### src/rtl/core/afrr_pkg.sv
// afrr_pkg: shared types, constants and register indexes for the affine residual RMS block.
// No dependencies.
package afrr_pkg;

  localparam int MaxSamplesDef = 65536;
  localparam logic signed [31:0] OneQ824 = 32'sh0100_0000;

  typedef enum logic [2:0] {
    REG_A = 3'd0,
    REG_B = 3'd1,
    REG_C = 3'd2,
    REG_D = 3'd3,
    REG_E = 3'd4,
    REG_F = 3'd5
  } reg_idx_t;

  // sample handed from the front part to the back part
  typedef struct packed {
    logic signed [31:0] mx;
    logic signed [31:0] my;
    logic signed [31:0] ex;
    logic signed [31:0] ey;
    logic               last;
  } sample_t;

  typedef enum logic [2:0] {
    ST_MUL1,
    ST_MUL2,
    ST_ACC,
    ST_DIV,
    ST_SQRT,
    ST_OUT
  } back_state_t;

endpackage

### src/rtl/core/afrr_cfg.sv
// afrr_cfg: coefficient register file written through the configuration channel.
// Depends on afrr_pkg.
module afrr_cfg (
  input  logic               clk,
  input  logic               rst,
  input  logic               cfg_valid,
  output logic               cfg_ready,
  input  logic [2:0]         cfg_index,
  input  logic [31:0]        cfg_data,
  output logic signed [31:0] coef_a,
  output logic signed [31:0] coef_b,
  output logic signed [31:0] coef_c,
  output logic signed [31:0] coef_d,
  output logic signed [31:0] coef_e,
  output logic signed [31:0] coef_f
);

  assign cfg_ready = 1'b1;

  // write the selected coefficient, ignore unknown indexes
  always_ff @(posedge clk) begin
    if (rst) begin
      coef_a <= '0;
      coef_b <= afrr_pkg::OneQ824;
      coef_c <= '0;
      coef_d <= '0;
      coef_e <= '0;
      coef_f <= afrr_pkg::OneQ824;
    end else if (cfg_valid) begin
      case (afrr_pkg::reg_idx_t'(cfg_index))
        afrr_pkg::REG_A: coef_a <= cfg_data;
        afrr_pkg::REG_B: coef_b <= cfg_data;
        afrr_pkg::REG_C: coef_c <= cfg_data;
        afrr_pkg::REG_D: coef_d <= cfg_data;
        afrr_pkg::REG_E: coef_e <= cfg_data;
        afrr_pkg::REG_F: coef_f <= cfg_data;
        default: ;
      endcase
    end
  end

endmodule

### config.mk
export PLATFORM = sky130hd
export DESIGN_NAME = afrr_cfg
export DESIGN_NICKNAME = d
export VERILOG_FILES = /design/src/rtl/core/afrr_pkg.sv /design/src/rtl/core/afrr_cfg.sv
export SDC_FILE = /design/constraint.sdc
export NUM_CORES = 1
export LEC_CHECK = 0
export BUFFER_PORTS_ARGS = -buffer_cell sky130_fd_sc_hd__buf_2
export CAP_MARGIN = 30
export CORE_ASPECT_RATIO = 2
export CORE_MARGIN = 5
export CORE_UTILIZATION = 51
export DETAILED_ROUTE_END_ITERATION = 12
export PLACE_DENSITY = 0.78
export SETUP_SLACK_MARGIN = 0.5
export SYNTH_ARGS = -nofsm -noshare
export SYNTH_HDL_FRONTEND = slang
export SYNTH_SLANG_ARGS = --single-unit
### constraint.sdc
create_clock -name clk -period 1.8 [get_ports clk]
set_input_delay 0.18 -clock clk [delete_from_list [all_inputs] [get_ports clk]]
set_output_delay 0.18 -clock clk [all_outputs]
set_load 0.05 [all_outputs]
==> metrics.md <==
| Metric | Value |
|---|---|
| PD cells | `roughly 940 nW/µm²` |
| Crit path buf inv count | `1` |
| Critical path required time | `1.62 ns` |
| Clk slew on worst S/H paths | `about 0.07 ns` |
| Slowest cell delay on critical path | `roughly 0.40 ns` |
| Fmax | `783 MHz` |
| Hold WS | `~0.08 ns` |
| Number of global-route vias before repair | `around 5.7k` |
| # hold bufs at CTS | `0` |
| RSZ-0062 raised after global routing | `no` |
| WL final | `~20000 µm` |
| Largest net degree at the start of global routing | `between 90 and 100` |
| CP Class | `reg2out` |
| Synth area leader | `dfxtp_1` |
| Clock root cell | `clkbuf_16` |
| Cells after synthesis | `roughly 670` |
| Top Ports | `about 230` |
| Via count | `approximately 5.4k` |
| Cell variety after synth | `15` |
| CP Launch Type | `flop` |
| Routability congestion estimate | `about 0.79` |
| # diodes | `0` |
| Post-synth design cell area | `7480 µm²` |
| Async SR Flop Fraction | `0%` |
| Post-CTS Setup Inserts | `0` |
| Warnings, synthesis | `0` |
| Synth top area share | `between 50% and 60%` |
| Share of cells above drive strength 1 | `approximately a third` |
| Final Non-Filler Cells | `between 1k and 1.5k` |
| CTS Buf Count | `17` |
| Final Max Tran Viols | `0` |
| # setup viols final | `0` |
| Initial antenna violation count | `0` |
| CTS sink cnt | `192` |
| Vias per cell | `5.01` |
| Final period util | `slightly above 70%` |
| Area Overhead vs Synth | `25.8%` |
| Fin crit period | `between 1 and 1.5 ns` |
| DRT Pass-1 Iters | `4` |
| Hold violation count in the final report | `0` |
| Std cell rows | `62` |
| Syn_nets | `705` |
| Layout Skew | `0 ns` |
| Leak pwr | `between 0.005 and 0.006 µW` |
| Nets | `~900` |
| Top-count cell post-synth | `nand2b_1` |
| Ranking of synthesized cells by area | `dfxtp_1 51%, mux2i_1 26%, nand2b_1 19%` |
| Cell Chain, Critical Path | `buf_2` |
| Initial Util | `between 50% and 60%` |
| Clk Latency, worst-skew pair | `approximately 0.41 ns` |
| HP Class | `in2reg` |
| Detailed placement HPWL | `roughly 14000 µm` |
| Die Area | `roughly 17000 µm²` |
| Crit end category | `output port` |
| VDD IR max | `between 0.6 and 0.7 mV` |
| Iteration-0 DRC count of the detailed router | `about 150` |
| Synth Register Bits | `roughly 190` |
| Critical path's top delay family | `flip-flops` |
| WP data arrival | `about 1.1 ns` |
| Remaining global-route overflow | `0` |
| Most common flop cell mapped by yosys | `dfxtp_1` |
| TNS Setup | `0 ns` |
| Rel. slew slack | `about two thirds` |
| First-pass GRT wire length | `30400 µm` |
| Sequential area share after synthesis | `between 50 and 60%` |
| Fillers | `between 1k and 1.5k` |
| CTS max path bufs | `2` |
| Die Wd | `between 90 and 100 µm` |
| Final core occ | `65.2%` |
| Port Buf Inserts | `approximately 230` |
| CTS H-tree depth | `4` |
| DRC violations left | `0` |
| GRT Total Usage | `22.6%` |
| Number of flops mapped to enable cells by yosys | `0` |
| Mean Syn Cell Area | `~11 µm²` |
| Antenna-violating nets left | `0` |
| Finished Cell Area | `between 9000 and 10000 µm²` |
| Chip height | `181 µm` |
| Max Cap Viol | `0` |
| Slew @ Worst Pin | `around 0.51 ns` |
| CP max FO | `2` |
| Inst Count DP | `roughly 1.1k` |
| Most common library cells after synthesis | `222 x nand2b_1, 192 x dfxtp_1, 192 x mux2i_1, 27 x clkbuf_1, 18 x buf_2` |
| CORE AREA | `about 14000 µm²` |
| CTS tree | `built` |
| Status | `finished, final reports clean` |
| Routed len/inst | `between 15 and 20 µm` |
| DP Area | `8840 µm²` |
| CP max stage cell | `dfxtp_1` |
==> worst paths after layout <==
check	slack [ns]	from	endpoint	depth (start not counted)
setup / recovery	0.52	coef_b[1]	coef_b[1]	1
hold reg to reg	0.47	coef_d[21]	coef_d[21]	2
hold / removal	0.08	cfg_data[24]	coef_f[24]	3
setup reg to reg	1.09	coef_b[14]	coef_b[14]	2
==> cell families after synthesis <==
logic type             count (synthesis)  share of synthesized area (%)
and+or+nand+nor                      233                           19.9
muxes                                192                           25.7
DFF                                  192                           51.4
buffers and inverters                 49                           3.01
other                                  1                         0.0501
==> repair_timing <==
action / CTS / global route
setup endpoints to repair: 0 / 2
hold endpoints to repair: 0 / 0
gates resized for setup: 0 / 2
==> per-stage QoR <==
| stage | worst slack (ns) | total power, µW |
|---|---|---|
| global route | 0.506 | 9190 |
| CTS | 0.510 | 8940 |
| global placement | 0.373 | 5390 |
| detailed placement | 0.312 | 5410 |
| floorplan | 0.514 | 5150 |
| finish | 0.523 | 8860 |
==> flip-flops by register name, summed over array words and instances (netlist names) <==
name,cells
coef_c,32
coef_d,32
coef_f,32
coef_a,32
coef_b,32
coef_e,32
==> power breakdown <==
| group | internal (µW) | switching (µW) |
|---|---|---|
| clock network | 1860 | 1700 |
| registers | 4340 | 52.6 |
| logic | 291 | 624 |
| total | 6490 | 2370 |
==> final cells by class <==
type	count	area, µm²	share of cell area [%]
flip-flops and latches	192	3840	40.8
multi-input cells	426	3460	36.7
repair buffers	243	1310	13.9
clock buffers	18	439	4.67
well taps	192	240	2.55
clock inverters	14	123	1.30
==> cells in the final DEF (no fill, tap or decap), drive strengths merged <==
master,n
buf,241
mux2i,192
inv,6
nand4b,2
and4bb,1
dfxtp,192
nor2,3
clkbuf,20
or4b,1
conb,1
clkinv,8
nor4b,1
nand4bb,3
nand2b,222
==> per-layer routing <==
metal	vias to the layer above	global-route usage [%]	share of wire, %
met1	2604	25.0	37
met5	-	0	0
met2	164	39.7	53
met4	0	11.3	4.5
li1	2621	-	-
met3	47	4.75	4.9
Power figures use the tool's default switching activity.
