$ cat src/rtl/core/afrr_pkg.sv
// afrr_pkg: shared types, constants and register indexes for the affine residual RMS block.
// No dependencies.
package afrr_pkg;

  localparam int MaxSamplesDef = 65536;
  localparam logic signed [31:0] OneQ824 = 32'sh0100_0000;

  typedef enum logic [2:0] {
    REG_A = 3'd0,
    REG_B = 3'd1,
    REG_C = 3'd2,
    REG_D = 3'd3,
    REG_E = 3'd4,
    REG_F = 3'd5
  } reg_idx_t;

  // sample handed from the front part to the back part
  typedef struct packed {
    logic signed [31:0] mx;
    logic signed [31:0] my;
    logic signed [31:0] ex;
    logic signed [31:0] ey;
    logic               last;
  } sample_t;

  typedef enum logic [2:0] {
    ST_MUL1,
    ST_MUL2,
    ST_ACC,
    ST_DIV,
    ST_SQRT,
    ST_OUT
  } back_state_t;

endpackage

$ cat src/rtl/core/afrr_front.sv
// afrr_front: two-entry queue holding input samples for the back part.
// Depends on afrr_pkg.
module afrr_front (
  input  logic              clk,
  input  logic              rst,
  input  logic              in_valid,
  output logic              in_stall,
  input  afrr_pkg::sample_t in_item,
  output logic              q_valid,
  input  logic              q_take,
  output afrr_pkg::sample_t q_item
);

  afrr_pkg::sample_t mem [2];
  logic              wr_ptr;
  logic              rd_ptr;
  logic [1:0]        fill;
  logic              push;
  logic              pop;

  assign in_stall = (fill == 2'd2);
  assign push     = in_valid && !in_stall;
  assign q_valid  = (fill != 2'd0);
  assign pop      = q_valid && q_take;
  assign q_item   = mem[rd_ptr];

  // hold payload
  always_ff @(posedge clk) begin
    if (push) begin
      mem[wr_ptr] <= in_item;
    end
  end

  // advance pointers
  always_ff @(posedge clk) begin
    if (rst) begin
      wr_ptr <= 1'b0;
      rd_ptr <= 1'b0;
      fill   <= 2'd0;
    end else begin
      if (push) wr_ptr <= ~wr_ptr;
      if (pop)  rd_ptr <= ~rd_ptr;
      fill <= fill + {1'b0, push} - {1'b0, pop};
    end
  end

endmodule

$ cat config.mk
export PLATFORM = sky130hd
export DESIGN_NAME = afrr_front
export DESIGN_NICKNAME = d
export VERILOG_FILES = /design/src/rtl/core/afrr_pkg.sv /design/src/rtl/core/afrr_front.sv
export SDC_FILE = /design/constraint.sdc
export NUM_CORES = 1
export LEC_CHECK = 0
export BUFFER_PORTS_ARGS = -buffer_cell sky130_fd_sc_hd__buf_2
export CAP_MARGIN = 40
export CORE_AREA = 2 2 135 137
export CTS_CLUSTER_SIZE = 14
export DETAILED_ROUTE_END_ITERATION = 16
export DIE_AREA = 0 0 137 139
export PLACE_DENSITY = 0.9
export SLEW_MARGIN = 20
export SYNTH_ARGS = -nofsm -noshare
export SYNTH_HDL_FRONTEND = slang
export SYNTH_SLANG_ARGS = --single-unit
$ cat constraint.sdc
create_clock -name clk -period 12 [get_ports clk]
set_clock_uncertainty 0.05 [all_clocks]
set_input_delay 0.6 -clock clk [delete_from_list [all_inputs] [get_ports clk]]
set_output_delay 0.6 -clock clk [all_outputs]
set_load 0.01 [all_outputs]
==> results.md, run 1 <==
- Synthesized area: 9580 um2
- Antenna Nets Post-Route: 0
- H-tree depth: 1
- DR iter-0 viols: 256
- Minimum clock period: 3320 ps
- Area Growth Syn to Fin: 25.7%
- First-pass GRT wire length: 26.9 mm
- RSZ-0062 raised after global routing: false
- Core area: 17700 um2
- Pwr Density: 209 nW/um2
- Die Wd: 137 um
- TNS Setup: 0 ps
- Sequential fraction of the synthesis area: 0.819
- Worst-path clk slew: 60 ps
- Initial antenna violation count: 1
- Maxcap violations: 0
- Max transition margin: 0.520
- Worst EP arrival: 2670 ps
- Number of setup buffers added after CTS: 0
- Mapped Nets: 562
- Drt wl/cell: 18.8 um
- Leak pwr: 4.52 nW
- Die area: 19000 um2
- Number of global-route vias before repair: 5197
- Finished Layout Cells: 961
- Cells after synthesis: 427
- Req. time, crit path: 11350 ps
- CTS Root Cell: clkbuf_16
- IO Pins: 264
- Synth cell types: 21
- Fmax: 301 MHz
- Most frequent cells in the layout: buf_2, edfxtp_1, mux2_2, clkbuf_16, clkbuf_1
- CTS tree: built
- Synthesized area per cell: 22.4 um2
- Worst slew pin tran: 721 ps
- Via density: 5.12
- Most common cell after layout, fill and taps aside: buf_2
- Status: finished, final reports clean
- CTS hold repair buffers: 0
- Cts bufs inserted: 26
- DRT Pass-1 Iters: 4
- Chip height: 139 um
- GR Overflow Total: 0
- Largest net degree at the start of global routing: 68
- PortBufs: 263
- Peak supply drop: 0.159 mV
- Syn. warnings: 0
- Synth Register Bits: 263
- DRC viols: 0
- Max-slew violation count: 0
- Fin crit share: 0.277
- WS Path Type: flop to primary output
- Fillers: 1170
- Clock sink count: 263
- CTS max path bufs: 3
- Gp weighted congestion: 0.755
- Layout cells sized above 1: 0.605
- Initial core utilization: 0.543
- Min-delay worst type: input pin to flop
- CP Capture Type: primary output
- Final wirelength: 18.1 mm
- CP Max Fanout: 59
- CP startpoint kind: flop
- Total track usage: 0.183
- Clock Latency Late Sink: 510 ps
- Post-DP HPWL: 12.0 mm
- Post-cts resize count: 0
- Dpl cells: 910
- Via count: 4922
- Final nets: 847
- Final setup fails: 0
- Final Hold Viols: 0
- Row count: 49
-- synth_stat cells --
| cell | n | area share |
|---|---|---|
| edfxtp_1 | 258 | 0.81 |
| mux2_2 | 129 | 0.15 |
| buf_6 | 12 | 0.014 |
| dfxtp_1 | 5 | 0.010 |
| inv_1 | 3 | 0.0012 |
| nor2_1 | 3 | 0.0012 |
| ha_1 | 2 | 0.0026 |
| xnor2_1 | 2 | 0.0018 |
| a21oi_1 | 1 | 0.00052 |
| and3_2 | 1 | 0.00078 |
| buf_2 | 1 | 0.00052 |
| buf_4 | 1 | 0.00078 |
| inv_2 | 1 | 0.00039 |
| nand2_1 | 1 | 0.00039 |
| nand2b_2 | 1 | 0.00091 |
| nor2b_1 | 1 | 0.00065 |
| o21a_1 | 1 | 0.00078 |
| o21ai_0 | 1 | 0.00052 |
| or2_2 | 1 | 0.00065 |
| or3_1 | 1 | 0.00065 |
| xor2_1 | 1 | 0.00091 |
-- logic make-up after synthesis --
| kind of cell | Yosys count | synth area share |
|---|---|---|
| AO/OA/AOI/OAI | 3 | 0.00183 |
| multiplexers | 129 | 0.152 |
| flip-flops | 263 | 0.819 |
| AND/OR/NAND/NOR | 9 | 0.00522 |
| adder cells (fa/ha/maj) | 2 | 0.00261 |
| buffers and inverters | 18 | 0.0170 |
| XOR/XNOR | 3 | 0.00274 |
-- worst max-delay path, cell delays in order (launching register included) --
cell     delay (ps)
dfxtp_4         790
buf_4           400
buf_16          300
mux2_2          400
buf_2           140
-- power by group --
| group | internal, W | switching [W] | leakage (nW) |
|---|---|---|---|
| Sequential | 0.00114 | 0.0000490 | 2.45 |
| Clock | 0.000475 | 0.000310 | 0.412 |
| Combinational | 0.000265 | 0.000278 | 1.66 |
-- state kept, by name, summed over array words and instances, names as in the netlist, named ones only --
signal  flops
wr_ptr      1
mem       258
fill        2
rd_ptr      1
-- metrics by stage --
step | setup slack [ps] | hold slack [ps] | area (um2) | util | power [W]
2_1_floorplan | 7970 | 401 | 9580 | - | 0.00155
3_5_place_dp | 8900 | 437 | 11100 | 0.630 | 0.00174
5_1_grt | 8550 | 202 | 12000 | 0.682 | 0.00262
4_1_cts | 8660 | 201 | 12000 | 0.677 | 0.00253
6_report | 8680 | 225 | 12000 | 0.682 | 0.00252
3_3_place_gp | 8970 | 430 | 11100 | 0.627 | 0.00171
-- final timing paths --
check                       from               endpoint  slack [ps]  depth (start not counted)
max                         flop             q_item[63]        8680                          4
min                  in_item[15]   mem[0][15]$_DFFE_PP_         230                          1
max reg2reg   fill[0]$_SDFF_PP0_  mem[0][105]$_DFFE_PP_        9870                          6
min reg2reg  rd_ptr$_SDFFE_PP0P_                   flop         470                          2
-- routing by layer --
| layer | part of all wire | GRT usage | wire, um | vias up |
|---|---|---|---|---|
| li1 | - | - | - | 2268 |
| met5 | 0 | 0 | 0 | - |
| met4 | 0.024 | 0.0526 | 439 | 0 |
| met1 | 0.37 | 0.207 | 6690 | 2425 |
| met2 | 0.53 | 0.334 | 9600 | 188 |
| met3 | 0.075 | 0.0501 | 1350 | 41 |
-- layout make-up --
| class | instances | area, um2 | share of cell area |
|---|---|---|---|
| Clock buffer | 34 | 702 | 0.0583 |
| Sequential cell | 263 | 7850 | 0.652 |
| Multi-Input combinational cell | 146 | 1580 | 0.131 |
| Timing Repair Buffer | 271 | 1470 | 0.122 |
| Inverter | 4 | 17.5 | 0.00145 |
| Tap cell | 229 | 287 | 0.0238 |
| Antenna cell | 2 | 5.00 | 0.000416 |
| Clock inverter | 12 | 135 | 0.0112 |
(Power assumes the default switching activity.)
==> inputs of run 2 (changes only) <==
- ABC_AREA: default -> 1
- CORE_AREA: 2 2 135 137 -> 2 2 139 141
- DIE_AREA: 0 0 137 139 -> 0 0 141 143
- PLACE_DENSITY: 0.9 -> 0.86
- clock period: 12 -> 3.1 ns (I/O delays scaled with it)
==> run 2 against run 1 <==
Total power rose to 4.0 times the previous value. Core utilization rose by 3.9 points. Register-to-register slack got worse by 8400 ps. Largest cell class unchanged. Largest power group unchanged. Combinational power rose to 4.3 times the previous value. Non-clock buffer count rose by 131. Final area rose by 11%. Critical endpoint is now q_item[79]. Clock power rose to 4.1 times the previous value.
==> results.md, run 2 <==
- Mux cell area share after synthesis: 0.151
- First-pass GRT wire length: 31.2 mm
- Worst setup margin: 794 ps
- Sw power: 0.00265 W
- Synthesized area per cell: 21.9 um2
- Power share of the clock group: 0.313
- Cts bufs inserted: 27
- Main synth FF type: edfxtp_1
- Die area: 20200 um2
- EDFF count, synth: 258
- Worst flop-to-flop path startpoint: fill[0]$_SDFF_PP0_
- H-tree depth: 1
- Area Growth Syn to Fin: 39.5%
- Total track usage: 0.200
- Leak pwr: 5.10 nW
- Switching part of the total: 0.260
- Post-DP HPWL: 11.5 mm
- Initial antenna violation count: 0
- Synth cell types: 11
- Maxcap violations: 0
- CTS tree: built
- Clock sink count: 263
- Most common cell in the netlist: edfxtp_1
- Largest net degree at the start of global routing: 73
- Most common cell after layout, fill and taps aside: buf_2
- Row count: 50
- Number of global-route vias before repair: 6021
- Synthesized area: 9600 um2
- CTS Root Cell: clkbuf_16
- Post-cts resize count: 0
- Minimum clock period: 2310 ps
- TNS Setup: 0 ps
- Clock Latency Late Sink: 520 ps
- Max-slew violation count: 0
- Top post-synthesis cells by area: edfxtp_1, mux2_2, buf_6
- Drt wl/cell: 18.7 um
- Layout cells sized above 1: 0.506
- Pwr Density: 760 nW/um2
- Worst EP arrival: 2100 ps
- Logic gate share of total power: 0.230
- WS Path Type: flop to primary output
- Core area: 18600 um2
- Asr flop ratio synth: 0
- Cells after synthesis: 439
- Fraction of the mapped netlist area in adder cells: 0.00261
- Top cell type's share of synthesized area: 0.807
- Top post-synthesis cells by count: edfxtp_1, mux2_2, buf_6
- RSZ-0062 raised after global routing: false
- Gp weighted congestion: 0.739
- Final Hold Viols: 0
- Fillers: 1078
- DP Worst Slack: 1360 ps
- Antenna Nets Post-Route: 0
- Worst slew pin tran: 434 ps
- Synth Register Bits: 263
- Compound-Gate Fraction of Synth Area: 0.00104
- PortBufs: 263
- Die Wd: 141 um
- Min-delay worst type: input pin to flop
- CP Capture Type: primary output
- Syn. warnings: 0
- Most frequent cells in the layout: buf_2, edfxtp_1, dlygate4sd3_1, mux2_2, clkbuf_16
- XOR/XNOR Fraction of Synth Area: 0
- Sequential fraction of the synthesis area: 0.818
- Dpl cells: 929
- Status: finished, final reports clean
- P_int: 0.00753 W
- Via density: 5.04
- Initial core utilization: 0.517
- R2R Path End: mem[1][81]$_DFFE_PP_
- CP Max Fanout: 68
- Final nets: 991
- DRC viols: 0
- HP Start: rst
- Finished Layout Cells: 1110
- Fin crit share: 0.744
- Largest family of logic cells by synthesized area: multiplexers
- Antenna cell count: 0
- Final wirelength: 20.7 mm
- Fmax: 434 MHz
- Largest area contributor in the netlist: edfxtp_1
- Max transition margin: 0.711
- Most flop-heavy register: mem
- CTS max path bufs: 3
- Number of setup buffers added after CTS: 0
- Synth Area in Simple Gates: 0.00821
- Peak supply drop: 0.656 mV
- DRT Pass-1 Iters: 4
- R2r setup slk: 1430 ps
- Mapped Nets: 574
- Via count: 5598
- CP startpoint kind: flop
- Min-Delay Path Depth: 3
- Max reg flops: 258
- Regs by FF count: mem (258), fill (2)
- Worst-path clk slew: 60 ps
- Req. time, crit path: 2890 ps
- IO Pins: 264
- Sequential Power Share: 0.457
- Final setup fails: 0
- Hold EP: fill[0]$_SDFF_PP0_
- GR Overflow Total: 0
- DR iter-0 viols: 208
- Chip height: 143 um
- Worst R2R Path Depth: 5
[run 2: cell count changes after synthesis, sizes merged, moves of 2 or more]
cell	previous run	this run
inv	4	9
nand2	1	8
nand3	0	3
nor2	3	9
xnor2	2	0
[run 2: power groups by stage]
stage | sequential [W] | clock (W) | combinational [W]
after floorplan | 0.00468 | 0 | 0.00142
after global placement | 0.00469 | 0 | 0.00215
after detailed placement | 0.00472 | 0 | 0.00217
after CTS | 0.00465 | 0.00324 | 0.00232
after global routing | 0.00470 | 0.00338 | 0.00250
final | 0.00465 | 0.00319 | 0.00234
[run 2: worst max-delay path by stage]
stage                       start             endpoint  slack [ps]  cells after the start
2_1_floorplan  fill[0]$_SDFF_PP0_  mem[0][0]$_DFFE_PP_         130                      4
3_3_place_gp                 flop          q_item[115]        1370                      3
3_5_place_dp                 flop          q_item[125]        1360                      3
4_1_cts                      flop          q_item[125]         780                      3
5_1_grt                      flop           q_item[79]         720                      3
6_report                     flop           q_item[79]         790                      3
[run 2: area by class of cell]
class                           count  area, um2  area share
Sequential cell                   263       7850       0.586
Clock buffer                       31        691      0.0516
Inverter                            9       37.5     0.00280
Timing Repair Buffer              402       2750       0.206
Multi-Input combinational cell    153       1570       0.118
Clock inverter                     18        195      0.0146
Tap cell                          234        293      0.0219
[run 2: through the flow]
stage	area, um2	utilization	total power [W]	hold WS (ps)
global placement	11200	0.602	0.00684	292
CTS	13400	0.721	0.0102	263
finish	13400	0.721	0.0102	291
floorplan	9610	-	0.00609	176
detailed placement	11200	0.602	0.00690	285
global route	13400	0.721	0.0106	285
[run 2: what timing repair did]
item	4_1_cts	5_1_grt
endpoints found under the setup margin	0	0
endpoints found under the hold margin	263	0
hold buffers	132	0
[run 2: worst max-delay path, stage by stage (launching register included)]
cell and delay, ps:
dfxtp_4 560, buf_12 360, mux2_2 410, buf_2 150
[run 2: routing by layer]
layer  part of all wire  up-vias  track usage  wire (um)
li1                   -     2571            -          -
met1               0.37     2756        0.228       7650
met2               0.54      223        0.372      11100
met3              0.064       48       0.0490       1330
met4              0.029        0       0.0647        609
met5                  0        -            0          0
[run 2: kinds of logic (layout without fill, tap and decap cells)]
family,Yosys count,in the layout
DFF,263,263
adders and majority gates,2,2
muxes,129,129
buffers and inverters,23,460
and+or+nand+nor,20,20
AOI/OAI and AO/OA,2,2
==> inputs of run 3 (changes only) <==
- CORE_AREA: 2 2 139 141 -> 2 2 146 148
- DIE_AREA: 0 0 141 143 -> 0 0 148 150
- PLACE_DENSITY: 0.86 -> 0.82
- clock period: 3.1 -> 2.1 ns (I/O delays scaled with it)
==> run 3 against run 2 <==
Sequential share of layout area is 0.064 points lower. Cell count rose by 3.6%. First-iteration DRC count up 26%. Final area up 0.14%. Setup slack got worse by 680 ps. Sequential cell count unchanged. Critical path type unchanged. Critical endpoint is now q_item[112]. Largest power group unchanged. Highest routed layer unchanged.
==> results.md, run 3 (same netlist as run 2, synthesis figures left out) <==
- Status: finished, final reports clean
- Storage element area: 7850 um2
- Initial core utilization: 0.464
- CTS tree: built
- CTS max path bufs: 3
- Antenna Nets Post-Route: 0
- Most flop-heavy register: mem
- Worst EP arrival: 1830 ps
- DR iter-0 viols: 263
- Placed Area: 11300 um2
- GR Overflow Total: 0
- PortBufs: 263
- Multi-input gate area in the final layout: 1590 um2
- CP max-delay cell: mux2_2
- Worst-path clk slew: 60 ps
- DRT Pass-1 Iters: 4
- Leak pwr: 5.08 nW
- Die Wd: 148 um
- CP Max Fanout: 74
- Largest net degree at the start of global routing: 75
- Peak supply drop: 0.640 mV
- Via count: 5596
- Cts bufs inserted: 27
- Most frequent cells in the layout: buf_2, edfxtp_1, dlygate4sd3_1, mux2_2, clkbuf_16
- IO Pins: 264
- Max incr delay on CP: 420 ps
- Final Hold Viols: 0
- Minimum clock period: 1980 ps
- CP Cell Sequence: buf_12 > mux2_2 > buf_2
- Row count: 53
- DRC viols: 0
- First-pass GRT wire length: 31.1 mm
- WS Path Type: flop to primary output
- CTS Root Cell: clkbuf_16
- Max reg flops: 258
- H-tree depth: 1
- Max transition margin: 0.710
- Gp weighted congestion: 0.741
- Clock Latency Late Sink: 510 ps
- DP Worst Slack: 526 ps
- Clock sink count: 263
- Pwr Density: 1100 nW/um2
- Total track usage: 0.180
- Die area: 22200 um2
- Fmax: 504 MHz
- Layout cells sized above 1: 0.514
- Initial antenna violation count: 0
- Drt wl/cell: 18.1 um
- Core area: 20700 um2
- Number of global-route vias before repair: 6030
- Min-delay worst type: input pin to flop
- Most common cell after layout, fill and taps aside: buf_2
- Worst slew pin tran: 435 ps
- TNS Setup: 0 ps
- Req. time, crit path: 1950 ps
- Maxcap violations: 0
- Regs by FF count: mem (258), fill (2)
- Area Growth Syn to Fin: 39.7%
- CP startpoint kind: flop
- CP Capture Type: primary output
- Post-route design area: 13400 um2
- Via density: 4.87
- Max-slew violation count: 0
- Fin crit share: 0.944
- Final wirelength: 20.8 mm
- Worst setup margin: 117 ps
- RSZ-0062 raised after global routing: false
- Chip height: 150 um
- Post-DP HPWL: 11.6 mm
- Fillers: 1398
- Final setup fails: 0
- Final nets: 990
-- run 3: cell types whose count changed in the layout (fill, tap and decap cells not counted), moves of 2 or more --
cell and change:
buf_4 -2, bufinv_16 -2, clkbuf_1 -2, clkinv_2 +4, dfxtp_1 -2, dfxtp_2 +2
nand2_1 -2
-- run 3: area by class of cell --
cell class                 count  share of cell area
antenna                        1            0.000187
timing repair buffer         401               0.206
clock inverter                19              0.0108
sequential                   263               0.586
multi-input combinational    153               0.118
clock buffer                  29              0.0509
inverter                       9             0.00280
tap                          275              0.0257
-- run 3: power by group --
group	switching [W]	internal (W)
sequential	0.000189	0.00664
clock	0.00186	0.00258
combinational	0.00189	0.00165
total	0.00393	0.0109
-- run 3: critical path: cells and delay by family, from the launching register on --
kind,cells,cell delay [ps]
multiplexers,1,420
flip-flops,1,370
buffers and inverters,2,480
-- run 3: final timing paths --
check / from / end / slack, ps / cells after the start
worst max-delay path: flop / q_item[112] / 120 / 3
worst min-delay path: rst / fill[0]$_SDFF_PP0_ / 240 / 3
worst max register to register: fill[1]$_SDFF_PP0_ / fill[1]$_SDFF_PP0_ / 530 / 10
worst min register to register: rd_ptr$_SDFFE_PP0P_ / rd_ptr$_SDFFE_PP0P_ / 480 / 2
-- run 3: layer usage --
metal	up-vias	GRT usage	share of wire
met1	2746	0.197	0.36
met4	0	0.0662	0.033
li1	2561	-	-
met5	-	0	0
met2	234	0.339	0.54
met3	55	0.0409	0.066
-- run 3: per-stage QoR --
step           power, W  std cells  utilization  hold WS [ps]
6_report         0.0148       1150        0.648           237
5_1_grt          0.0154       1149        0.648           213
4_1_cts          0.0149       1149        0.648           217
3_5_place_dp     0.0102        969        0.544           225
3_3_place_gp     0.0101        969        0.544           222
2_1_floorplan   0.00902        439            -           119
-- run 3: timing repair --
action	4_1_cts	5_1_grt
hold buffers	132	0
hold endpoints to repair	263	0
resized for setup	0	0
setup buffers	0	0
